### src/rtl/cvg_pkg.sv
// Shared types and constants of the circle vertex generator.
// Holds the fixed-point widths, the register indexes and the CORDIC angle table.
// No dependencies.
package cvg_pkg;

    localparam int MAX_SEGMENTS = 4096;
    localparam int IDX_W        = 12;
    localparam int CNT_W        = 13;
    localparam int COORD_W      = 16;
    localparam int RAD_W        = 15;
    localparam int PHASE_W      = 32;
    localparam int DIV_STAGES   = PHASE_W;
    localparam int CORDIC_STEPS = 24;
    localparam int XY_W         = 34;
    localparam int Z_W          = 32;
    localparam int UNIT_W       = 32;
    localparam int PROD_W       = 48;
    localparam int ACC_W        = 49;

    localparam logic [XY_W-1:0] CORDIC_GAIN_Q30 = XY_W'(652032874);
    localparam logic [ACC_W-1:0] HALF_Q30 = ACC_W'(536870912);

    localparam logic [2:0] REG_ORIGIN_X      = 3'd0;
    localparam logic [2:0] REG_ORIGIN_Y      = 3'd1;
    localparam logic [2:0] REG_RADIUS        = 3'd2;
    localparam logic [2:0] REG_SEGMENT_COUNT = 3'd3;

    typedef struct packed {
        logic valid;
        logic err;
    } cvg_tag_t;

    function automatic logic [Z_W-1:0] atan_turn(input int i);
        logic [Z_W-1:0] a;
        case (i)
            0:  a = 32'h20000000;
            1:  a = 32'h12E4051E;
            2:  a = 32'h09FB385B;
            3:  a = 32'h051111D4;
            4:  a = 32'h028B0D43;
            5:  a = 32'h0145D7E1;
            6:  a = 32'h00A2F61E;
            7:  a = 32'h00517C55;
            8:  a = 32'h0028BE53;
            9:  a = 32'h00145F2F;
            10: a = 32'h000A2F98;
            11: a = 32'h000517CC;
            12: a = 32'h00028BE6;
            13: a = 32'h000145F3;
            14: a = 32'h0000A2FA;
            15: a = 32'h0000517D;
            16: a = 32'h000028BE;
            17: a = 32'h0000145F;
            18: a = 32'h00000A30;
            19: a = 32'h00000518;
            20: a = 32'h0000028C;
            21: a = 32'h00000146;
            22: a = 32'h000000A3;
            23: a = 32'h00000051;
            default: a = '0;
        endcase
        return a;
    endfunction

endpackage

### src/rtl/cvg_place.sv
// Quadrant unfold, radius scaling, centre offset, rounding and saturation.
// Three register stages, the last one is the output register; depends on cvg_pkg.
module cvg_place
    import cvg_pkg::*;
(
    input  logic                   clk,
    input  logic                   rst_n,
    input  logic                   adv,
    input  cvg_tag_t               tag_in,
    input  logic [1:0]             quad_in,
    input  logic signed [XY_W-1:0] cos_in,
    input  logic signed [XY_W-1:0] sin_in,
    input  logic [RAD_W-1:0]       radius,
    input  logic signed [COORD_W-1:0] origin_x,
    input  logic signed [COORD_W-1:0] origin_y,
    output cvg_tag_t               tag_out,
    output logic [COORD_W-1:0]     vertex_x,
    output logic [COORD_W-1:0]     vertex_y
);

    cvg_tag_t tag1_reg, tag2_reg, tag3_reg;
    logic signed [UNIT_W-1:0]  ux_reg, uy_reg;
    logic signed [PROD_W-1:0]  px_reg, py_reg;
    logic [COORD_W-1:0]        vx_reg, vy_reg;
    logic signed [UNIT_W-1:0]  ux_next, uy_next;
    logic signed [XY_W-1:0]    cn, sn;

    assign cn = -cos_in;
    assign sn = -sin_in;

    always_comb
    begin
        case (quad_in)
            2'd1:
            begin
                ux_next = sn[UNIT_W-1:0];
                uy_next = cos_in[UNIT_W-1:0];
            end
            2'd2:
            begin
                ux_next = cn[UNIT_W-1:0];
                uy_next = sn[UNIT_W-1:0];
            end
            2'd3:
            begin
                ux_next = sin_in[UNIT_W-1:0];
                uy_next = cn[UNIT_W-1:0];
            end
            default:
            begin
                ux_next = cos_in[UNIT_W-1:0];
                uy_next = sin_in[UNIT_W-1:0];
            end
        endcase
    end

    function automatic logic [COORD_W-1:0] offset_round(
        input logic signed [PROD_W-1:0]  p,
        input logic signed [COORD_W-1:0] c
    );
        logic signed [ACC_W-1:0] acc;
        logic signed [ACC_W-31:0] r;
        logic [COORD_W-1:0] v;
        acc = ACC_W'(p) + (ACC_W'(c) <<< 30) + $signed(HALF_Q30);
        r   = acc[ACC_W-1:30];
        if (r > 32767)
            v = 16'h7FFF;
        else if (r < -32768)
            v = 16'h8000;
        else
            v = r[COORD_W-1:0];
        return v;
    endfunction

    always_ff @(posedge clk or negedge rst_n)
    begin
        if (!rst_n)
        begin
            tag1_reg <= '0;
            tag2_reg <= '0;
            tag3_reg <= '0;
        end
        else if (adv)
        begin
            tag1_reg <= tag_in;
            tag2_reg <= tag1_reg;
            tag3_reg <= tag2_reg;
        end
    end

    always_ff @(posedge clk)
    begin
        if (adv)
        begin
            ux_reg <= ux_next;
            uy_reg <= uy_next;
            px_reg <= PROD_W'($signed({1'b0, radius})) * PROD_W'(ux_reg);
            py_reg <= PROD_W'($signed({1'b0, radius})) * PROD_W'(uy_reg);
            if (tag2_reg.err)
            begin
                vx_reg <= '0;
                vy_reg <= '0;
            end
            else
            begin
                vx_reg <= offset_round(px_reg, origin_x);
                vy_reg <= offset_round(py_reg, origin_y);
            end
        end
    end

    assign tag_out  = tag3_reg;
    assign vertex_x = vx_reg;
    assign vertex_y = vy_reg;

endmodule

### config.mk
export PLATFORM = sky130hd
export DESIGN_NAME = cvg_place
export DESIGN_NICKNAME = d
export VERILOG_FILES = /design/src/rtl/cvg_pkg.sv /design/src/rtl/cvg_place.sv
export SDC_FILE = /design/constraint.sdc
export NUM_CORES = 2
export LEC_CHECK = 0
export BUFFER_PORTS_ARGS = -buffer_cell sky130_fd_sc_hd__buf_2
export CAP_MARGIN = 10
export CORE_ASPECT_RATIO = 0.5
export CORE_MARGIN = 2
export CORE_UTILIZATION = 65
export CTS_BUF_LIST = sky130_fd_sc_hd__clkbuf_4 sky130_fd_sc_hd__clkbuf_8 sky130_fd_sc_hd__clkbuf_16
export DETAILED_ROUTE_END_ITERATION = 16
export PLACE_DENSITY = 0.83
export REMOVE_ABC_BUFFERS = 1
export SYNTH_ARGS = -nofsm -noshare
export SYNTH_HDL_FRONTEND = slang
export SYNTH_SLANG_ARGS = --single-unit
### constraint.sdc
create_clock -name clk -period 15.3 [get_ports clk]
set_input_delay 0.765 -clock clk [delete_from_list [all_inputs] [get_ports clk]]
set_output_delay 0.765 -clock clk [all_outputs]
set_load 0.005 [all_outputs]
==> metrics.txt <==
clk buf depth 2; post-route ant nets 0; layout cells sized above 1 5.28%; area fraction in compound gates after synthesis 6.65%; clock sinks 140; Final Max Tran Viols 0; outcome completed; Residual DRC 0; Worst EP required 15.53 ns; maxcap violations 0; all-layer global routing usage 33.1%; Die H 181 um; synthesized area per cell 9.22 um2; CP max FO 64; number of unique standard cell types used by synthesis 69; Vias 30986; Crit path arrival time 8.14 ns; largest net degree at the start of global routing 99; dpl hpwl 75200 um; Final period util 51.7%; relative slew slack 24.5%; setup TNS 0 ns; layout overhead on the synthesized area 4.39%; WL per Instance 19.2 um; Main synth FF type edfxtp_1; Worst Reg-to-Reg Cells 20; H-tree depth 4; minimum setup slack after placement 7.04 ns; IO Pins 156; CTS tree yes; PortBufs 151; DRT Wirelength 101000 um; Seq cells post-synth 140; DIE AREA 0.0649 mm2; routability cong. 0.935; Syn Std Cell Area 0.0408 mm2; HP Class primary input to async pin; Synth Area in Simple Gates 16.2%; skew final 0.0206 ns; largest family of logic cells by synthesized area adder cells; vias in the first global route 34012; RSZ-0062 raised after global routing false; Syn Inst Count 4424; core area 0.0616 mm2; grt total ovfl 0; mux cell area share after synthesis 0.371%; TritonCTS Buffers 17; nets 5689; Worst-path clk slew 0.07 ns; Die W 358 um; number of hold buffers added after cts 0; Via density 5.90; ys async rst share 4.29%; PnR worst setup slack 7.39 ns; kind of critical path primary input to register; Post-synth EDFFs 134; Worst-Skew Late Latency 0.49 ns; Iter 0 DRT Violations 2689; Rows 64; first-pass GRT wire length 169000 um; Final setup viols 0; fmax 0.126 GHz; register area share after synthesis 10.2%; 1st-pass router iterations 6; Synth Area in Adders 52.5%; post-cts sizing count 0; post-synthesis xor/xnor area fraction 2.90%; Syn. warnings 0; Hold Violations, Final 0; initial core utilization 66.3%; Final min period 7.91 ns; clk root buf clkbuf_16; CP Launch Type primary input; Slew @ Worst Pin 1.13 ns; Critical Path End Type register; initial antenna violation count 15; Post-CTS Setup Inserts 0
cell type report:
cell class / instances / area (um2)
fillers: 4507 / 19000
inverters: 990 / 3720
clock inverters: 13 / 180
multi-input cells: 3079 / 32100
repair buffers: 171 / 922
diodes: 15 / 37.5
flip-flops and latches: 140 / 4170
well taps: 825 / 1030
clock buffers: 19 / 447
per-stage QoR:
| step | hold WS, ns | cell area (um2) | utilization, % | instances |
|---|---|---|---|---|
| 2_1_floorplan | 0.448 | 40000 | - | 4209 |
| 4_1_cts | 0.0834 | 42500 | 69.1 | 5236 |
| 6_report | 0.0942 | 42600 | 69.2 | 5252 |
| 5_1_grt | 0.0964 | 42600 | 69.2 | 5251 |
| 3_5_place_dp | 0.477 | 41900 | 68.1 | 5204 |
| 3_3_place_gp | 0.457 | 41900 | 68.1 | 5204 |
cells by family (layout without fill, tap and decap cells):
kind of cell | Yosys count | count (layout)
AOI/OAI and AO/OA | 429 | 429
xor gates and xnor gates | 135 | 135
adders and majority gates | 1168 | 1168
buffers and inverters | 1205 | 1193
DFF | 140 | 140
muxes | 12 | 12
other | 0 | 15
and+or+nand+nor | 1335 | 1335
path summary, 6_finish.rpt:
check                            start          end  slack [ns]
setup / recovery             radius[1]   py_reg[41]        7.39
hold / removal                   rst_n   tag_out[1]        0.09
setup reg to reg            uy_reg[18]   py_reg[41]        7.60
hold reg to reg            tag1_reg[0]  tag2_reg[0]        0.49
max in group asynchronous        rst_n  tag2_reg[0]       15.06
min in group clk           tag1_reg[0]  tag2_reg[0]        0.49
routing by layer:
metal,track usage [%],share of wire (%),up-vias
met5,0,0,-
met4,18.8,6.1,0
met1,41.6,36,15643
met2,54.6,49,1621
met3,5.84,8.8,411
li1,-,-,13311
Yosys cell counts (26+ instances only):
cell type / instances / share of area, %
inv_1: 988 / 9.1
fa_1: 908 / 45
nand2_1: 599 / 5.5
and2_1: 455 / 7.0
ha_1: 260 / 8.0
clkbuf_1: 201 / 1.8
edfxtp_1: 134 / 9.9
a21oi_1: 123 / 1.5
nor2_1: 100 / 0.92
o21ai_0: 100 / 1.2
xnor2_1: 91 / 2.0
xor2_1: 44 / 0.94
nand3_1: 42 / 0.52
a21o_1: 40 / 0.74
a211oi_1: 26 / 0.48
critical path, cell delays in order:
cell and delay [ns]:
buf_2 0.08, buf_4 0.65, nand2_1 0.18, fa_1 0.55, fa_1 0.52, fa_1 0.51, inv_1 0.06, fa_1 0.53
fa_1 0.51, inv_1 0.05, fa_1 0.47, inv_1 0.05, ha_1 0.30, nand4_1 0.22, or3_1 0.55, nand4b_1 0.41
o221ai_1 0.41, o311a_1 0.42, o2111ai_1 0.18, a31oi_1 0.35, mux2i_1 0.24, nand2_1 0.06
cells in the final DEF, fill, tap and decap left out, drive strengths merged, types with 40 or more instances in the layout:
| cell | count |
|---|---|
| buf | 171 |
| a21oi | 123 |
| edfxtp | 134 |
| xor2 | 44 |
| o21ai | 103 |
| nand3 | 42 |
| nand2 | 599 |
| inv | 994 |
| a21o | 40 |
| fa | 908 |
| ha | 260 |
| and2 | 455 |
| xnor2 | 91 |
| nor2 | 100 |
Power is left out: the tool's default activity adds up to more than one toggle a clock period on the data nets, which glitch-free logic cannot reach.
