$ cat config.mk
export PLATFORM = sky130hd
export DESIGN_NAME = cvg_divider
export DESIGN_NICKNAME = d
export VERILOG_FILES = /design/src/rtl/cvg_pkg.sv /design/src/rtl/cvg_divider.sv
export SDC_FILE = /design/constraint.sdc
export NUM_CORES = 2
export LEC_CHECK = 0
export ABC_AREA = 1
export BUFFER_PORTS_ARGS = -buffer_cell sky130_fd_sc_hd__buf_2
export CAP_MARGIN = 20
export CORE_MARGIN = 2
export CORE_UTILIZATION = 35
export DETAILED_ROUTE_END_ITERATION = 10
export GPL_TIMING_DRIVEN = 0
export PLACE_DENSITY_LB_ADDON = 0.1
export SLEW_MARGIN = 20
export SYNTH_ARGS = -nofsm -noshare
export SYNTH_HDL_FRONTEND = slang
export SYNTH_SLANG_ARGS = --single-unit
export TNS_END_PERCENT = 10
$ cat constraint.sdc
create_clock -name clk -period 2.5 [get_ports clk]
set_input_delay 0.125 -clock clk [delete_from_list [all_inputs] [get_ports clk]]
set_output_delay 0.125 -clock clk [all_outputs]
set_load 0.01 [all_outputs]
$ cat src/rtl/cvg_pkg.sv
// Shared types and constants of the circle vertex generator.
// Holds the fixed-point widths, the register indexes and the CORDIC angle table.
// No dependencies.
package cvg_pkg;

    localparam int MAX_SEGMENTS = 4096;
    localparam int IDX_W        = 12;
    localparam int CNT_W        = 13;
    localparam int COORD_W      = 16;
    localparam int RAD_W        = 15;
    localparam int PHASE_W      = 32;
    localparam int DIV_STAGES   = PHASE_W;
    localparam int CORDIC_STEPS = 24;
    localparam int XY_W         = 34;
    localparam int Z_W          = 32;
    localparam int UNIT_W       = 32;
    localparam int PROD_W       = 48;
    localparam int ACC_W        = 49;

    localparam logic [XY_W-1:0] CORDIC_GAIN_Q30 = XY_W'(652032874);
    localparam logic [ACC_W-1:0] HALF_Q30 = ACC_W'(536870912);

    localparam logic [2:0] REG_ORIGIN_X      = 3'd0;
    localparam logic [2:0] REG_ORIGIN_Y      = 3'd1;
    localparam logic [2:0] REG_RADIUS        = 3'd2;
    localparam logic [2:0] REG_SEGMENT_COUNT = 3'd3;

    typedef struct packed {
        logic valid;
        logic err;
    } cvg_tag_t;

    function automatic logic [Z_W-1:0] atan_turn(input int i);
        logic [Z_W-1:0] a;
        case (i)
            0:  a = 32'h20000000;
            1:  a = 32'h12E4051E;
            2:  a = 32'h09FB385B;
            3:  a = 32'h051111D4;
            4:  a = 32'h028B0D43;
            5:  a = 32'h0145D7E1;
            6:  a = 32'h00A2F61E;
            7:  a = 32'h00517C55;
            8:  a = 32'h0028BE53;
            9:  a = 32'h00145F2F;
            10: a = 32'h000A2F98;
            11: a = 32'h000517CC;
            12: a = 32'h00028BE6;
            13: a = 32'h000145F3;
            14: a = 32'h0000A2FA;
            15: a = 32'h0000517D;
            16: a = 32'h000028BE;
            17: a = 32'h0000145F;
            18: a = 32'h00000A30;
            19: a = 32'h00000518;
            20: a = 32'h0000028C;
            21: a = 32'h00000146;
            22: a = 32'h000000A3;
            23: a = 32'h00000051;
            default: a = '0;
        endcase
        return a;
    endfunction

endpackage

$ cat src/rtl/cvg_divider.sv
// Pipelined restoring divider that turns a vertex index into a phase.
// One quotient bit per stage; depends on cvg_pkg.
module cvg_divider
    import cvg_pkg::*;
(
    input  logic                 clk,
    input  logic                 rst_n,
    input  logic                 adv,
    input  cvg_tag_t             tag_in,
    input  logic [IDX_W-1:0]     index_in,
    input  logic [CNT_W-1:0]     n_eff,
    output cvg_tag_t             tag_out,
    output logic [PHASE_W-1:0]   phase_out
);

    logic [CNT_W-1:0]   rem_reg [DIV_STAGES];
    logic [PHASE_W-1:0] quo_reg [DIV_STAGES];
    cvg_tag_t           tag_reg [DIV_STAGES];
    logic [PHASE_W-1:0] low_word;

    // Low dividend word is n/2, which implements round to nearest.
    assign low_word = {{(PHASE_W-CNT_W+1){1'b0}}, n_eff[CNT_W-1:1]};

    genvar k;
    generate
        for (k = 0; k < DIV_STAGES; k++)
        begin : g_stage
            logic [CNT_W-1:0]   rem_in;
            logic [PHASE_W-1:0] quo_in;
            cvg_tag_t           tag_in_k;
            logic [CNT_W:0]     trial;
            logic               ge;

            if (k == 0)
            begin : g_first
                assign rem_in   = {1'b0, index_in};
                assign quo_in   = '0;
                assign tag_in_k = tag_in;
            end
            else
            begin : g_rest
                assign rem_in   = rem_reg[k-1];
                assign quo_in   = quo_reg[k-1];
                assign tag_in_k = tag_reg[k-1];
            end

            assign trial = {rem_in, low_word[PHASE_W-1-k]};
            assign ge    = trial >= {1'b0, n_eff};

            always_ff @(posedge clk or negedge rst_n)
            begin
                if (!rst_n)
                begin
                    tag_reg[k] <= '0;
                end
                else if (adv)
                begin
                    tag_reg[k] <= tag_in_k;
                end
            end

            always_ff @(posedge clk)
            begin
                if (adv)
                begin
                    rem_reg[k] <= ge ? CNT_W'(trial - {1'b0, n_eff}) : CNT_W'(trial);
                    quo_reg[k] <= {quo_in[PHASE_W-2:0], ge};
                end
            end
        end
    endgenerate

    assign tag_out   = tag_reg[DIV_STAGES-1];
    assign phase_out = quo_reg[DIV_STAGES-1];

endmodule

==> impl_metrics.yaml <==
run_status:
  status: "finished clean"
pwr:
  powerDensity_mw_per_mm2: 1190
  leakagePower_nw: 34.4
  internal_power_mw: 49.0
  pwr-share-clk_pct: 21.3
  max-vdd-ir-drop_uv: 631
  switching_share_pct: 41.5
  sequentialPowerShare_pct: 32.4
  p_sw_mw: 34.8
  comb_power_share_pct: 46.3
final_layout:
  layout-drive-gt1-share_pct: 7.99
  syn_to_final_growth_pct: 13.4
  final_cell_count_no_fill: 10100
  final_core_util_pct: 40.0
  n_fill_cell: 17900
  largest_reg_flops: 528
  nets: 8099
  num_antenna_cells: 0
route:
  drtIter0Drc: 2865
  drc: 0
  wl_per_cell_um: 15.7
  vias_per_cell: 4.68
  vias: 47100
  postRouteWirelength_mm: 158
  first_pass_iters: 6
  antenna_left: 0
placement:
  port_buffers: 63
  place_congestion: 0.867
  dp_cells: 9819
  place_hpwl_mm: 112
floorplan:
  rows: 154
  die_w_um: 426
  core_mm2: 0.176
  die_area_mm2: 0.181
  start_util_pct: 35.3
  pin_count: 64
  fp.dieH_um: 426
synth:
  netlist_area_mm2: 0.0623
  synth_edf_count: 931
  async_flop_share_pct: 6.43
  synthDistinctLibCells: 40
  synth_seq_cells: 995
  syn-instance-count: 7392
  synth_fp_nets: 7869
  synth.avg_cell_area_um2: 8.43
  yosysSeqAreaShare_pct: 47.4
  synth_warnings: 0
  synthFlopType: "edfxtp_1"
global_route:
  grt_usage_pct: 17.5
  grt_pass1_wl_mm: 252
  grt_pass1_vias: 46000
  overflow: 0
  grt_max_degree: 136
  antenna_found_initial: 2
flow_run:
  max-cap-violations: 0
worst_setup_path:
  cp_cell_sequence: "dlygate4sd3_1 -> buf_2 -> inv_6 -> buf_16 -> ha_1 -> nand2_1 -> inv_1 -> nand3_1 -> nand2_1 -> nand2_2 -> nand3_2 -> buf_4 -> nand3_1 -> nand2_1"
  cp-end-kind: "flip-flop"
  required_ps: 3000
  cp_max_fo: 22
  critPathMostFrequentCell: "nand2_1"
  slowest_stage: "dlygate4sd3_1"
  start_kind: "primary input"
  critPathMaxStageDelay_ps: 530
  crit_arrival_ps: 2830
  critPathKind: "primary input to flip-flop"
timing:
  hold_viol: 0
  maxSlewHeadroom_pct: 49.3
  min_period_ps: 2340
  final-max-slew-violation-count: 0
  rsz0062_at_grt: "no"
  fmax_mhz: 428
  setup_viol: 0
  clock_skew_ps: 47.4
  post-route-period-util_pct: 93.4
  tightest_slew_ps: 761
clocking:
  cts-root-buf: "clkbuf_16"
  clk_latency_ps: 770
  numCtsBuffers: 119
  clock-sinks: 995
  tritoncts: "built"
  clock_path_buffers: 3
  clk_pin_slew_ps: 60
  cts-htree-levels: 3
min_path:
  min_path_type: "primary input to flip-flop"
==> path summary, 6_finish.rpt <==
path	startpoint	to	slack (ps)	depth (start not counted)
max in group asynchronous	rst_n	g_stage[2].tag_in_k[0]	1850	4
min reg2reg	quo_reg[1][137]	quo_reg[1][170]	390	0
min in group asynchronous	rst_n	g_stage[4].tag_in_k[0]	400	4
min	adv	quo_reg[1][13]	50	2
max	n_eff[4]	rem_reg[8][22]	160	14
max reg2reg	rem_reg[8][8]	rem_reg[8][22]	220	10
==> cell type report <==
cell class / instances / area [um2] / area share (%)
Buffer: 106 / 953 / 1.35
Inverter: 1384 / 5230 / 7.41
Clock inverter: 80 / 992 / 1.40
Timing Repair Buffer: 109 / 1200 / 1.69
Sequential cell: 995 / 29600 / 41.8
Multi-Input combinational cell: 4907 / 26700 / 37.8
Clock buffer: 142 / 3070 / 4.35
Tap cell: 2340 / 2930 / 4.14
==> what timing repair did <==
action                                 in CTS  in global routing
endpoints found under the hold margin      82                  0
setup endpoints to repair                 399                 33
resized for setup                           8                  4
hold buffers                               21                  0
buffers inserted                            1                  0
==> power by group through the flow <==
stage / clock (mW) / sequential, mW / combinational (mW)
after floorplan: 0 / 26.2 / 29.8
after global placement: 0 / 28.0 / 38.3
after detailed placement: 0 / 27.5 / 38.7
after CTS: 18.6 / 27.2 / 39.0
after global routing: 19.3 / 27.6 / 44.9
final: 17.8 / 27.2 / 38.8
==> cell usage after synthesis, types with 2 or more instances <==
cell      count  share of area, %
nor2_2       36              0.36
inv_2         6             0.036
a21oi_2       2             0.028
buf_4         5             0.060
nand3_1     514               4.1
xor2_1      167               2.3
a21oi_4      29              0.76
mux2_2        4             0.072
nand2_2      40              0.40
o21ai_0     163               1.3
buf_6        62               1.1
ha_1        416               8.4
nor3_1        6             0.048
nand3_2      58              0.93
nand4_2      20              0.40
nand2_1    2495                15
nand3_4       2             0.056
nand4_1     317               3.2
and2_1        6             0.060
nor2_1      361               2.2
buf_2        30              0.24
nor2_4        2             0.036
xnor2_1      12              0.17
a21oi_1     150               1.2
clkbuf_1      8             0.048
edfxtp_1    931                45
nor4_1        2             0.020
inv_1      1377               8.3
fa_1         31               1.0
dfrtp_1      64               2.6
o21ai_1      67              0.54
==> logic make-up (layout without fill, tap and decap cells) <==
kind of cell    after synthesis  count (layout)  share of synthesized area [%]
compound gates              413             413                           3.86
xor+xnor                    179             179                           2.52
fa+ha+maj                   447             447                           9.35
buf+inv                    1490            1821                           9.83
flops                       995             995                           47.4
mux                           4               4                         0.0723
simple gates               3864            3864                           26.9
==> metrics by stage <==
step	total power, mW	cell area (um2)	hold slack [ps]	TNS, ps	worst slack, ps
5_1_grt	91.7	70600	62.9	0	52.2
4_1_cts	84.9	70600	0.562	0	35.8
6_report	83.8	70600	47.7	0	164
3_3_place_gp	66.3	65600	335	-	-14570
3_5_place_dp	66.2	66300	56.1	-535170	-1730
2_1_floorplan	56.0	62400	-171	-21250	-109
==> worst max-delay path: cells and delay by family <==
| family | cells | cell delay (ps) |
|---|---|---|
| buf+inv | 6 | 1450 |
| simple gates | 7 | 870 |
| fa+ha+maj | 1 | 330 |
==> layout by cell type (no fill, tap or decap), types with 4 or more instances in the layout <==
cell type | netlist | routed
buf_2 | 30 | 88
xor2_1 | 167 | 167
inv_4 | 0 | 12
clkinvlp_4 | 0 | 14
nand2_2 | 40 | 47
a21oi_4 | 29 | 29
clkinv_2 | 0 | 19
dlygate4sd3_1 | 0 | 20
inv_1 | 1377 | 1364
clkinv_1 | 1 | 16
clkinv_16 | 0 | 6
xnor2_1 | 12 | 12
a21oi_1 | 150 | 150
inv_2 | 6 | 6
o21ai_1 | 67 | 71
buf_16 | 0 | 19
ha_1 | 416 | 415
dfrtp_1 | 64 | 64
edfxtp_1 | 931 | 931
clkinv_4 | 0 | 6
fa_2 | 0 | 19
buf_6 | 62 | 66
fa_1 | 31 | 12
inv_6 | 0 | 5
clkbuf_16 | 0 | 119
mux2_2 | 4 | 4
nand3_2 | 58 | 58
nor2_1 | 361 | 360
and2_1 | 6 | 6
buf_4 | 5 | 5
nor2_2 | 36 | 37
bufinv_16 | 0 | 15
clkbuf_1 | 8 | 30
nand3_1 | 514 | 514
nand4_2 | 20 | 20
nand2_1 | 2495 | 2488
nor3_1 | 6 | 6
nand4_1 | 317 | 317
o21ai_0 | 163 | 159
buf_12 | 0 | 8
==> layer usage <==
layer / vias up / routed length, um / global-route usage [%]
met5: - / 0 / 0
met4: 0 / 3470 / 4.68
li1: 24500 / - / -
met1: 21800 / 75200 / 23.7
met3: 185 / 5270 / 1.95
met2: 700 / 74200 / 29.5
(Power assumes the default switching activity.)
